### src/rtl/core/adcseq_pkg.sv
`timescale 1ns / 1ps

package adcseq_pkg;

    // Default sizing of the sequencer.
    localparam int MAX_CHANNELS_DEF = 16;
    localparam int SAMPLE_BITS_DEF  = 12;

    // Field widths that are fixed by the register map.
    localparam int SETTLE_W  = 8;
    localparam int COUNT_W   = 5;
    localparam int CFG_IDX_W = 1;
    localparam int CFG_DATA_W = 8;

    // Register reset values.
    localparam logic [SETTLE_W-1:0] SETTLE_RESET = 8'd5;
    localparam logic [COUNT_W-1:0]  COUNT_RESET  = 5'd16;

    // Register indexes on the configuration port.
    localparam logic [CFG_IDX_W-1:0] CFG_SETTLE_TICKS = 1'd0;
    localparam logic [CFG_IDX_W-1:0] CFG_SCAN_LEN     = 1'd1;

    // Strobes produced by one sequencer step.
    typedef struct packed {
        logic mux_load;
        logic conv_start;
        logic sample_valid;
    } adcseq_strobe_t;

endpackage

### src/rtl/core/adcseq_store.sv
`timescale 1ns / 1ps

module adcseq_store #(
    parameter int DEPTH  = adcseq_pkg::MAX_CHANNELS_DEF,
    parameter int DATA_W = adcseq_pkg::SAMPLE_BITS_DEF,
    parameter int IDX_W  = $clog2(adcseq_pkg::MAX_CHANNELS_DEF)
) (
    input  logic              aclk,
    input  logic              aresetn,
    input  logic              wr_en,
    input  logic [IDX_W-1:0]  wr_addr,
    input  logic [DATA_W-1:0] wr_data,
    input  logic [IDX_W-1:0]  rd_addr,
    output logic [DATA_W-1:0] rd_data
);

    logic [DATA_W-1:0] mem_reg [DEPTH];
    logic              rd_in_range;

    // The store starts out cleared and takes one sample per write.
    always_ff @(posedge aclk) begin
        if (!aresetn) begin
            for (int i = 0; i < DEPTH; i++) begin
                mem_reg[i] <= '0;
            end
        end else if (wr_en) begin
            mem_reg[wr_addr] <= wr_data;
        end
    end

    // Read shows the contents after this step's write; indexes past the store read zero.
    assign rd_in_range = ({1'b0, rd_addr} < (IDX_W + 1)'(DEPTH));

    always_comb begin
        if (!rd_in_range) begin
            rd_data = '0;
        end else if (wr_en && (wr_addr == rd_addr)) begin
            rd_data = wr_data;
        end else begin
            rd_data = mem_reg[rd_addr];
        end
    end

endmodule

### src/rtl/core/adcseq_ctrl.sv
`timescale 1ns / 1ps

module adcseq_ctrl #(
    parameter int MAX_CHANNELS = adcseq_pkg::MAX_CHANNELS_DEF,
    parameter int CH_W         = $clog2(adcseq_pkg::MAX_CHANNELS_DEF)
) (
    input  logic                             aclk,
    input  logic                             aresetn,
    input  logic                             advance,
    input  logic                             conv_done,
    input  logic [adcseq_pkg::SETTLE_W-1:0]  settle_ticks,
    input  logic [adcseq_pkg::COUNT_W-1:0]   scan_len,
    output adcseq_pkg::adcseq_strobe_t       strobe,
    output logic [CH_W-1:0]                  channel,
    output logic                             scan_done
);

    import adcseq_pkg::*;

    localparam int LIM_W = (CH_W + 1 > COUNT_W) ? CH_W + 1 : COUNT_W;

    typedef enum logic [2:0] {
        PH_SET_MUX  = 3'd0,
        PH_SETTLE   = 3'd1,
        PH_START    = 3'd2,
        PH_WAIT_EOC = 3'd3,
        PH_READ     = 3'd4,
        PH_NEXT     = 3'd5
    } phase_t;

    phase_t              phase_reg, phase_next;
    logic [SETTLE_W-1:0] settle_cnt_reg, settle_cnt_next;
    logic [CH_W-1:0]     channel_reg, channel_next;
    logic                pass_done_reg, pass_done_next;
    logic [LIM_W-1:0]    count_ext;
    logic [LIM_W-1:0]    limit;
    logic [LIM_W-1:0]    channel_inc;

    // Channels per pass: zero acts as one, and the count saturates at the store depth.
    always_comb begin
        count_ext = LIM_W'(scan_len);
        if (count_ext == '0) begin
            limit = LIM_W'(1);
        end else if (count_ext > LIM_W'(MAX_CHANNELS)) begin
            limit = LIM_W'(MAX_CHANNELS);
        end else begin
            limit = count_ext;
        end
        channel_inc = LIM_W'(channel_reg) + LIM_W'(1);
    end

    // One phase step per accepted word.
    always_comb begin
        phase_next      = phase_reg;
        settle_cnt_next = settle_cnt_reg;
        channel_next    = channel_reg;
        pass_done_next  = pass_done_reg;
        strobe          = '0;
        case (phase_reg)
            PH_SET_MUX: begin
                strobe.mux_load = 1'b1;
                settle_cnt_next = '0;
                phase_next      = PH_SETTLE;
            end
            PH_SETTLE: begin
                if (settle_cnt_reg >= settle_ticks) begin
                    phase_next = PH_START;
                end else begin
                    settle_cnt_next = settle_cnt_reg + SETTLE_W'(1);
                end
            end
            PH_START: begin
                strobe.conv_start = 1'b1;
                phase_next        = PH_WAIT_EOC;
            end
            PH_WAIT_EOC: begin
                if (conv_done) begin
                    phase_next = PH_READ;
                end
            end
            PH_READ: begin
                strobe.sample_valid = 1'b1;
                phase_next          = PH_NEXT;
            end
            PH_NEXT: begin
                if (channel_inc >= limit) begin
                    channel_next   = '0;
                    pass_done_next = 1'b1;
                end else begin
                    channel_next = channel_inc[CH_W-1:0];
                end
                phase_next = PH_SET_MUX;
            end
            default: begin
                phase_next = PH_SET_MUX;
            end
        endcase
    end

    // Sequencer state.
    always_ff @(posedge aclk) begin
        if (!aresetn) begin
            phase_reg      <= PH_SET_MUX;
            settle_cnt_reg <= '0;
            channel_reg    <= '0;
            pass_done_reg  <= 1'b0;
        end else if (advance) begin
            phase_reg      <= phase_next;
            settle_cnt_reg <= settle_cnt_next;
            channel_reg    <= channel_next;
            pass_done_reg  <= pass_done_next;
        end
    end

    assign channel   = channel_reg;
    assign scan_done = pass_done_next;

endmodule

### src/rtl/core/mux_adc_scan_sequencer.sv
`timescale 1ns / 1ps

// Scan sequencer for an ADC behind an analog multiplexer. Every word taken on the
// s_ channel is one timer tick and moves the sequencer one phase: set mux, settle
// (counts settle_ticks ticks), start conversion, wait for s_conv_done, read the
// sample into a per-channel store, and step to the next channel, wrapping after
// the configured number of channels and then holding m_scan_done high. Each tick
// returns one word on the m_ channel with the strobes, the stored sample and the
// store entry picked by s_read_index (as it stands after this tick's write). The
// step logic sits between the input ports and a single output register, and a new
// tick is taken every cycle while that register is empty or being drained. The
// sample store is cleared by reset. Configuration writes take effect at once and
// are meant to happen while no word is pending.
module mux_adc_scan_sequencer #(
    parameter int MAX_CHANNELS = adcseq_pkg::MAX_CHANNELS_DEF,
    parameter int SAMPLE_BITS  = adcseq_pkg::SAMPLE_BITS_DEF,
    parameter int CH_W         = $clog2(MAX_CHANNELS)
) (
    input  logic                               aclk,
    input  logic                               aresetn,

    input  logic                               cfg_we,
    input  logic [adcseq_pkg::CFG_IDX_W-1:0]   cfg_index,
    input  logic [adcseq_pkg::CFG_DATA_W-1:0]  cfg_wdata,

    input  logic                               s_valid,
    output logic                               s_ready,
    input  logic                               s_conv_done,
    input  logic [SAMPLE_BITS-1:0]             s_conv_sample,
    input  logic [CH_W-1:0]                    s_read_index,

    output logic                               m_valid,
    input  logic                               m_ready,
    output logic [CH_W-1:0]                    m_mux_select,
    output logic                               m_mux_load,
    output logic                               m_conv_start,
    output logic                               m_sample_valid,
    output logic [CH_W-1:0]                    m_sample_channel,
    output logic [SAMPLE_BITS-1:0]             m_sample_value,
    output logic                               m_scan_done,
    output logic [SAMPLE_BITS-1:0]             m_read_value
);

    import adcseq_pkg::*;

    logic [SETTLE_W-1:0]    settle_ticks_reg;
    logic [COUNT_W-1:0]     scan_len_reg;
    logic                   s_fire;
    adcseq_strobe_t         strobe;
    logic [CH_W-1:0]        channel;
    logic                   scan_done;
    logic                   store_wr;
    logic [SAMPLE_BITS-1:0] read_value;

    logic                   m_valid_reg;
    logic [CH_W-1:0]        mux_select_reg;
    logic                   mux_load_reg;
    logic                   conv_start_reg;
    logic                   sample_valid_reg;
    logic [CH_W-1:0]        sample_channel_reg;
    logic [SAMPLE_BITS-1:0] sample_value_reg;
    logic                   scan_done_reg;
    logic [SAMPLE_BITS-1:0] read_value_reg;

    // Configuration registers.
    always_ff @(posedge aclk) begin
        if (!aresetn) begin
            settle_ticks_reg <= SETTLE_RESET;
            scan_len_reg     <= COUNT_RESET;
        end else if (cfg_we) begin
            case (cfg_index)
                CFG_SETTLE_TICKS: settle_ticks_reg <= cfg_wdata[SETTLE_W-1:0];
                CFG_SCAN_LEN:     scan_len_reg     <= cfg_wdata[COUNT_W-1:0];
                default: begin
                end
            endcase
        end
    end

    // A tick is taken whenever the output register is free or drains this cycle.
    assign s_ready = !m_valid_reg || m_ready;
    assign s_fire  = s_valid && s_ready;

    adcseq_ctrl #(
        .MAX_CHANNELS (MAX_CHANNELS),
        .CH_W         (CH_W)
    ) u_ctrl (
        .aclk          (aclk),
        .aresetn       (aresetn),
        .advance       (s_fire),
        .conv_done     (s_conv_done),
        .settle_ticks  (settle_ticks_reg),
        .scan_len      (scan_len_reg),
        .strobe        (strobe),
        .channel       (channel),
        .scan_done     (scan_done)
    );

    assign store_wr = s_fire && strobe.sample_valid;

    adcseq_store #(
        .DEPTH  (MAX_CHANNELS),
        .DATA_W (SAMPLE_BITS),
        .IDX_W  (CH_W)
    ) u_store (
        .aclk    (aclk),
        .aresetn (aresetn),
        .wr_en   (store_wr),
        .wr_addr (channel),
        .wr_data (s_conv_sample),
        .rd_addr (s_read_index),
        .rd_data (read_value)
    );

    // Output word register.
    always_ff @(posedge aclk) begin
        if (!aresetn) begin
            m_valid_reg <= 1'b0;
        end else if (s_fire) begin
            m_valid_reg <= 1'b1;
        end else if (m_ready) begin
            m_valid_reg <= 1'b0;
        end
    end

    always_ff @(posedge aclk) begin
        if (s_fire) begin
            mux_select_reg     <= channel;
            mux_load_reg       <= strobe.mux_load;
            conv_start_reg     <= strobe.conv_start;
            sample_valid_reg   <= strobe.sample_valid;
            sample_channel_reg <= strobe.sample_valid ? channel : '0;
            sample_value_reg   <= strobe.sample_valid ? s_conv_sample : '0;
            scan_done_reg      <= scan_done;
            read_value_reg     <= read_value;
        end
    end

    assign m_valid          = m_valid_reg;
    assign m_mux_select     = mux_select_reg;
    assign m_mux_load       = mux_load_reg;
    assign m_conv_start     = conv_start_reg;
    assign m_sample_valid   = sample_valid_reg;
    assign m_sample_channel = sample_channel_reg;
    assign m_sample_value   = sample_value_reg;
    assign m_scan_done      = scan_done_reg;
    assign m_read_value     = read_value_reg;

endmodule

### config.mk
export PLATFORM = sky130hd
export DESIGN_NAME = mux_adc_scan_sequencer
export DESIGN_NICKNAME = d
export VERILOG_FILES = /design/src/rtl/core/adcseq_pkg.sv /design/src/rtl/core/adcseq_store.sv /design/src/rtl/core/adcseq_ctrl.sv /design/src/rtl/core/mux_adc_scan_sequencer.sv
export SDC_FILE = /design/constraint.sdc
export NUM_CORES = 1
export LEC_CHECK = 0
export BUFFER_PORTS_ARGS = -buffer_cell sky130_fd_sc_hd__buf_4
export CAP_MARGIN = 20
export CORE_ASPECT_RATIO = 2
export CORE_MARGIN = 2
export CORE_UTILIZATION = 46
export DETAILED_ROUTE_END_ITERATION = 8
export PLACE_DENSITY = 0.73
export SETUP_SLACK_MARGIN = 0.1
export SLEW_MARGIN = 20
export SYNTH_ARGS = -nofsm -noshare
export SYNTH_HDL_FRONTEND = slang
export SYNTH_SLANG_ARGS = --single-unit
### constraint.sdc
create_clock -name aclk -period 2.8 [get_ports aclk]
set_input_delay 0.42 -clock aclk [delete_from_list [all_inputs] [get_ports aclk]]
set_output_delay 0.42 -clock aclk [all_outputs]
set_load 0.01 [all_outputs]
Yosys cells after proc, flatten, opt, wreduce, memory -nomap -nowiden

Memories as Yosys holds them, arrays and structs flattened.
Cells that the tools add are included.

Register bits: 66
Memory bits (writable): 192
Input port bits: 31
Logic and storage cells: 69
Memories: 1

Memory list:

| memory          | depth | width | rd ports | clocked after memory_dff | write ports | line               | RTL |
|---|---|---|---|---|---|---|---|
| u_store.mem_reg | 16    | 12    | 1        | 0                        | 16          | adcseq_store.sv:17 | `logic [DATA_W-1:0] mem_reg [DEPTH];` |

$add $sub $neg: 2
Order comparisons: 3
Eq/ne operators: 9
Mux-type cells: 23
Bitwise logic cells: 1
Reductions and logical operators: 15

Operators with widths:

| cell                                                            | number |
|---|---|
| 12-bit two-way mux                                              | 2 |
| 8-bit one-hot mux with 2 select lines                           | 1 |
| 3-bit one-hot mux with 5 select lines                           | 1 |
| 1-bit two-way mux                                               | 12 |
| 12-bit OR reduction                                             | 1 |
| 5-bit two-way mux                                               | 2 |
| 8-bit by 1-bit adder with 8-bit output, second input constant   | 1 |
| 8-bit >= comparator                                             | 1 |
| 4-bit two-way mux                                               | 2 |
| 8-bit two-way mux                                               | 1 |
| 3-bit by 2-bit == test with 1-bit output, second input constant | 2 |
| 3-bit == test, second input constant                            | 2 |
| 3-bit two-way mux                                               | 2 |
| 2-bit AND reduction                                             | 3 |
| 3-bit AND reduction                                             | 2 |
| 4-bit by 1-bit adder with 5-bit output, second input constant   | 1 |
| 5-bit >= comparator                                             | 1 |
| 5-bit greater-than comparator, second input constant            | 1 |
| 5-bit zero test                                                 | 1 |
| 4-bit == test                                                   | 1 |
| 2-bit != test, second input constant                            | 2 |
| 2-bit nonzero test                                              | 2 |
| 3-bit by 1-bit == test with 1-bit output, second input constant | 1 |
| 1-bit logical AND                                               | 3 |
| other kinds (5)                                                 | 5 |

Logic depth before layout (Yosys ltp)

Word-level depth: 9
Gate-level depth with buffers: 9
Mapped depth without buffers: 9

By module

From an unflattened synthesis, not the netlist that was laid out.

Cell total of the unflattened synthesis: 848
Area, all modules: 12057.8 um^2

By module, submodules not included:

| module                 | instances | cells an instance | area an instance (um^2) |
|---|---|---|---|
| adcseq_store           | 1         | 576               | 9036.2 |
| mux_adc_scan_sequencer | 1         | 115               | 1752.9 |
| adcseq_ctrl            | 1         | 157               | 1268.7 |

Least setup slack after synthesis

Ideal clock, no wire load.

Kind: input to register
Start point: input m_ready
End point: memory u_store.mem_reg[10][0] (netlist name) (enable)
Library setup time: 0.398 ns
Data arrival time: 2.027 ns
Data required time: 2.402 ns
Path slack: 0.376 ns
Stages on the path: 5
Path buffers: 0
Cells stage by stage: nand2b_1 nand2_1 inv_2 nand4_1 o21ai_0

RTL lines:

| what               | line                         | RTL |
|---|---|---|
| start: declaration | mux_adc_scan_sequencer.sv:33 | `input logic m_ready,` |
| end: declaration   | adcseq_store.sv:17           |  |

Worst setup path in the final report

Start point: register u_ctrl.channel_reg[0], in the netlist u_ctrl.channel[0]
End point: register scan_done_reg, in the netlist m_scan_done (data pin)

Word-level cells in the longest chain between the ends: 4

RTL lines:

| what                                   | line                          | RTL |
|---|---|---|
| start: declaration                     | adcseq_ctrl.sv:33             | `logic [CH_W-1:0] channel_reg, channel_next;` |
| start signal: assignment               | adcseq_ctrl.sv:110            | `channel_reg <= channel_next;` |
| 4-bit by 1-bit adder with 5-bit output | adcseq_ctrl.sv:49             | `channel_inc = LIM_W'(channel_reg) + LIM_W'(1);` |
| 5-bit >= comparator                    | adcseq_ctrl.sv:86             | `if (channel_inc >= limit) begin` |
| 1-bit two-way mux                      | adcseq_ctrl.sv:86             |  |
| 1-bit two-way mux                      | adcseq_ctrl.sv:59             | `case (phase_reg)` |
| via scan_done                          | mux_adc_scan_sequencer.sv:51  | `logic scan_done;` |
| end signal: assignment                 | mux_adc_scan_sequencer.sv:134 | `scan_done_reg <= scan_done;` |
| end: declaration                       | mux_adc_scan_sequencer.sv:62  | `logic scan_done_reg;` |

The timed path passes the listed nets, and every way through them passes these cells.
A chain may end at the register's enable or synchronous reset.

==> flow_summary.toml <==
[setup_path]
crit_fanout = 9
crit_type = "reg -> reg"
ff2ff_setup_slack_ns = 0.39
worstPathArrival_ns = 2.70
cp-start-kind = "flip-flop"
worst_setup_path_end_kind = "flip-flop"
cp.required_ns = 3.08

[cts]
cts_max_level = 1
cts_hold_buf = 0
post_cts_buffers = 0
post_cts_resized = 0
cts_root_buf = "clkbuf_16"
clk_path_buf_depth = 3
clk_latency_ns = 0.52
cts_num_sinks = 258
cts_buffers = 22
cts_tree = "built"
clk_pin_slew_ns = 0.07

[power_and_ir_drop]
finalPower_mw = 8.31
comb_power_share_pct = 8.4
clkPwrFrac_pct = 38.8
vdd_drop_max_mv = 0.689
power_switching_mw = 1.90
swShare_pct = 22.8
p_int_mw = 6.42
leakagePower_nw = 5.20
power_frac_seq_pct = 52.8
power_density_mw_per_mm2 = 606

[timing]
fmaxAchievable_ghz = 0.414
slew-limit-headroom_pct = 26.0
fin_crit_sh_pct = 86.2
finClkSkew_ns = 0.0103
layout_min_cycle_time_ns = 2.41
worst_slew_pin_slew_ns = 1.11
hold_viol = 0
grt_setup_unrepaired = "false"
slew_viol_final = 0
setup-violations-final = 0
setup-tns-final_ns = 0

[synth]
synth_top_cell_area_share_pct = 56.8
ys.warnings.count = 0
synth_edf_count = 228
syn_nets = 927
ys_ff_latch = 258
synth_xor_area_share_pct = 0.654
netlist_instances = 878
synthAdderAreaFrac_pct = 1.87
synth-compound-area-share_pct = 5.89
ys.flop_type = "edfxtp_1"
synth_top_area_cell = "edfxtp_1"
synth_cell_types = 61
synth_top_family_by_area = "simple AND/OR/NAND/NOR gates"
synth-simple-area-share_pct = 16.2
synthMuxAreaShare_pct = 10.2
synth-async-reset-ratio_pct = 0
syn_avg_cell_area_sq_um = 13.7
syn_area_sq_mm = 0.0120
synthTopCellsByArea = "edfxtp_1, and2_1, mux4_2"
ys_seq_area_share_pct = 61.8

[placed_design]
post-dp-hpwl_um = 21100
port_buffers = 68
place_congestion = 0.891

[route]
via_per_inst = 5.63
drc = 0
ant_nets = 0
dr.pass1.iters = 5
wire_per_inst_um = 22.9
drtIter0Drc = 460
routed_wl_um = 29800
num_vias = 7318

[floorplan]
num_rows = 83
die_w_um = 118
start_util_pct = 46.8
core_sq_mm = 0.0258
io_pins = 69
die_h_um = 233
dieArea_sq_mm = 0.0276

[global_route]
grt_pass1_wl_um = 45100
grtUsageTotal_pct = 22.0
grt-ovfl-total = 0
grt_max_degree = 40
grt_pass1_vias = 7730
antenna_found_initial = 0

[cells_and_area]
largest_register_ffs = 192
final_util_pct = 53.3
nets = 993
antenna_cells = 0
area_growth_pct = 13.8
drive_gt1_share_pct = 21.9
fillCellCount = 2199

[run]
max-cap-violations = 0

[hold_path]
hold_class = "in -> reg"

[status]
status = "finished, final reports clean"
-- per-stage QoR --
stage          hold slack [ns]  worst slack (ns)  cells  area [sq um]
6_report                 0.113             0.386   1300         13700
5_1_grt                  0.117             0.243   1300         13700
4_1_cts                  0.102             0.393   1300         13700
3_5_place_dp             0.448             0.240   1260         13000
3_3_place_gp             0.445             0.327   1260         13000
2_1_floorplan            0.436             0.376    878         12000
-- final cells by class --
type	count	area [sq um]	area share, %
Inverter	15	56.3	0.410
Multi-Input combinational cell	538	4190	30.6
Timing Repair Buffer	109	831	6.06
Sequential cell	258	7450	54.3
Clock inverter	12	130	0.949
Tap cell	340	425	3.10
Clock buffer	28	634	4.62
-- cell usage in the layout (no fill, tap or decap), types with 2 or more instances in the layout --
cell type   count
edfxtp_1      228
and2_1        194
buf_4         108
nand2_1        40
mux4_2         37
mux2i_1        30
dfxtp_1        30
nor2_1         27
clkbuf_16      23
and3_1         22
ha_1           18
a21oi_1        15
inv_1          14
o21ai_0        14
nand2b_1       13
a31oi_1        13
o21ai_1         9
o211ai_1        9
nand3_1         9
mux2_2          8
nor3_1          8
nand4_1         7
a221oi_1        7
xor2_1          6
o21a_1          6
a211oi_1        5
clkinvlp_4      5
a22oi_1         4
nor3_2          4
a41oi_1         4
clkbuf_8        4
xnor2_1         3
clkinv_2        3
nor2_2          2
nor2b_1         2
o311ai_1        2
bufinv_16       2
-- worst max-delay path: stages, from the launching register on --
cell and delay [ns]:
dfxtp_1 0.53, inv_1 0.12, ha_1 0.35, ha_1 0.31, a21o_1 0.15, a21oi_1 0.16, o21ai_1 0.21, a41o_2 0.33
-- path summary, 6_finish.rpt --
path                     start             endpoint  depth (start not counted)
max          u_ctrl.channel[0]          m_scan_done                          7
min               cfg_wdata[0]  settle_ticks_reg[0]                          3
max reg2reg  u_ctrl.channel[0]          m_scan_done                          7
min reg2reg    scan_len_reg[0]      scan_len_reg[0]                          2
-- logic make-up (layout without fill, tap and decap cells) --
family,Yosys count,count (layout)
AND/OR/NAND/NOR,336,336
flip-flops,258,258
AO/OA/AOI/OAI,100,100
buffers and inverters,82,164
multiplexers,75,75
adder cells (fa/ha/maj),18,18
XOR/XNOR,9,9
-- metal layers --
| metal | vias to the layer above | global-route usage (%) | wire length (um) |
|---|---|---|---|
| met2 | 235 | 44.4 | 17400 |
| met5 | - | 0 | 0 |
| met3 | 71 | 2.28 | 1080 |
| li1 | 3352 | - | - |
| met4 | 0 | 12.9 | 1700 |
| met1 | 3660 | 20.7 | 9630 |
-- power groups by stage --
stage	Combinational (mW)	Clock, mW	Sequential, mW
detailed placement	0.705	0	4.47
global route	0.749	3.38	4.40
finish	0.702	3.22	4.39
global placement	0.697	0	4.47
floorplan	0.396	0	4.47
CTS	0.708	3.26	4.39
-- synthesized netlist by cell type, drive strengths merged (2+ instances only) --
| master | number |
|---|---|
| edfxtp | 228 |
| and2 | 194 |
| clkbuf | 48 |
| nand2 | 40 |
| mux4 | 37 |
| dfxtp | 30 |
| mux2i | 30 |
| nor2 | 29 |
| o21ai | 24 |
| and3 | 22 |
| buf | 19 |
| ha | 18 |
| a21oi | 15 |
| inv | 15 |
| a31oi | 13 |
| nand2b | 13 |
| nor3 | 12 |
| nand3 | 9 |
| o211ai | 9 |
| mux2 | 8 |
| nand4 | 8 |
| a221oi | 7 |
| a211oi | 6 |
| o21a | 6 |
| xor2 | 6 |
| a22oi | 4 |
| a41oi | 4 |
| o311ai | 3 |
| xnor2 | 3 |
| nor2b | 2 |
| nor3b | 2 |
| or3 | 2 |
No activity file was read; power rests on OpenSTA's default activity.
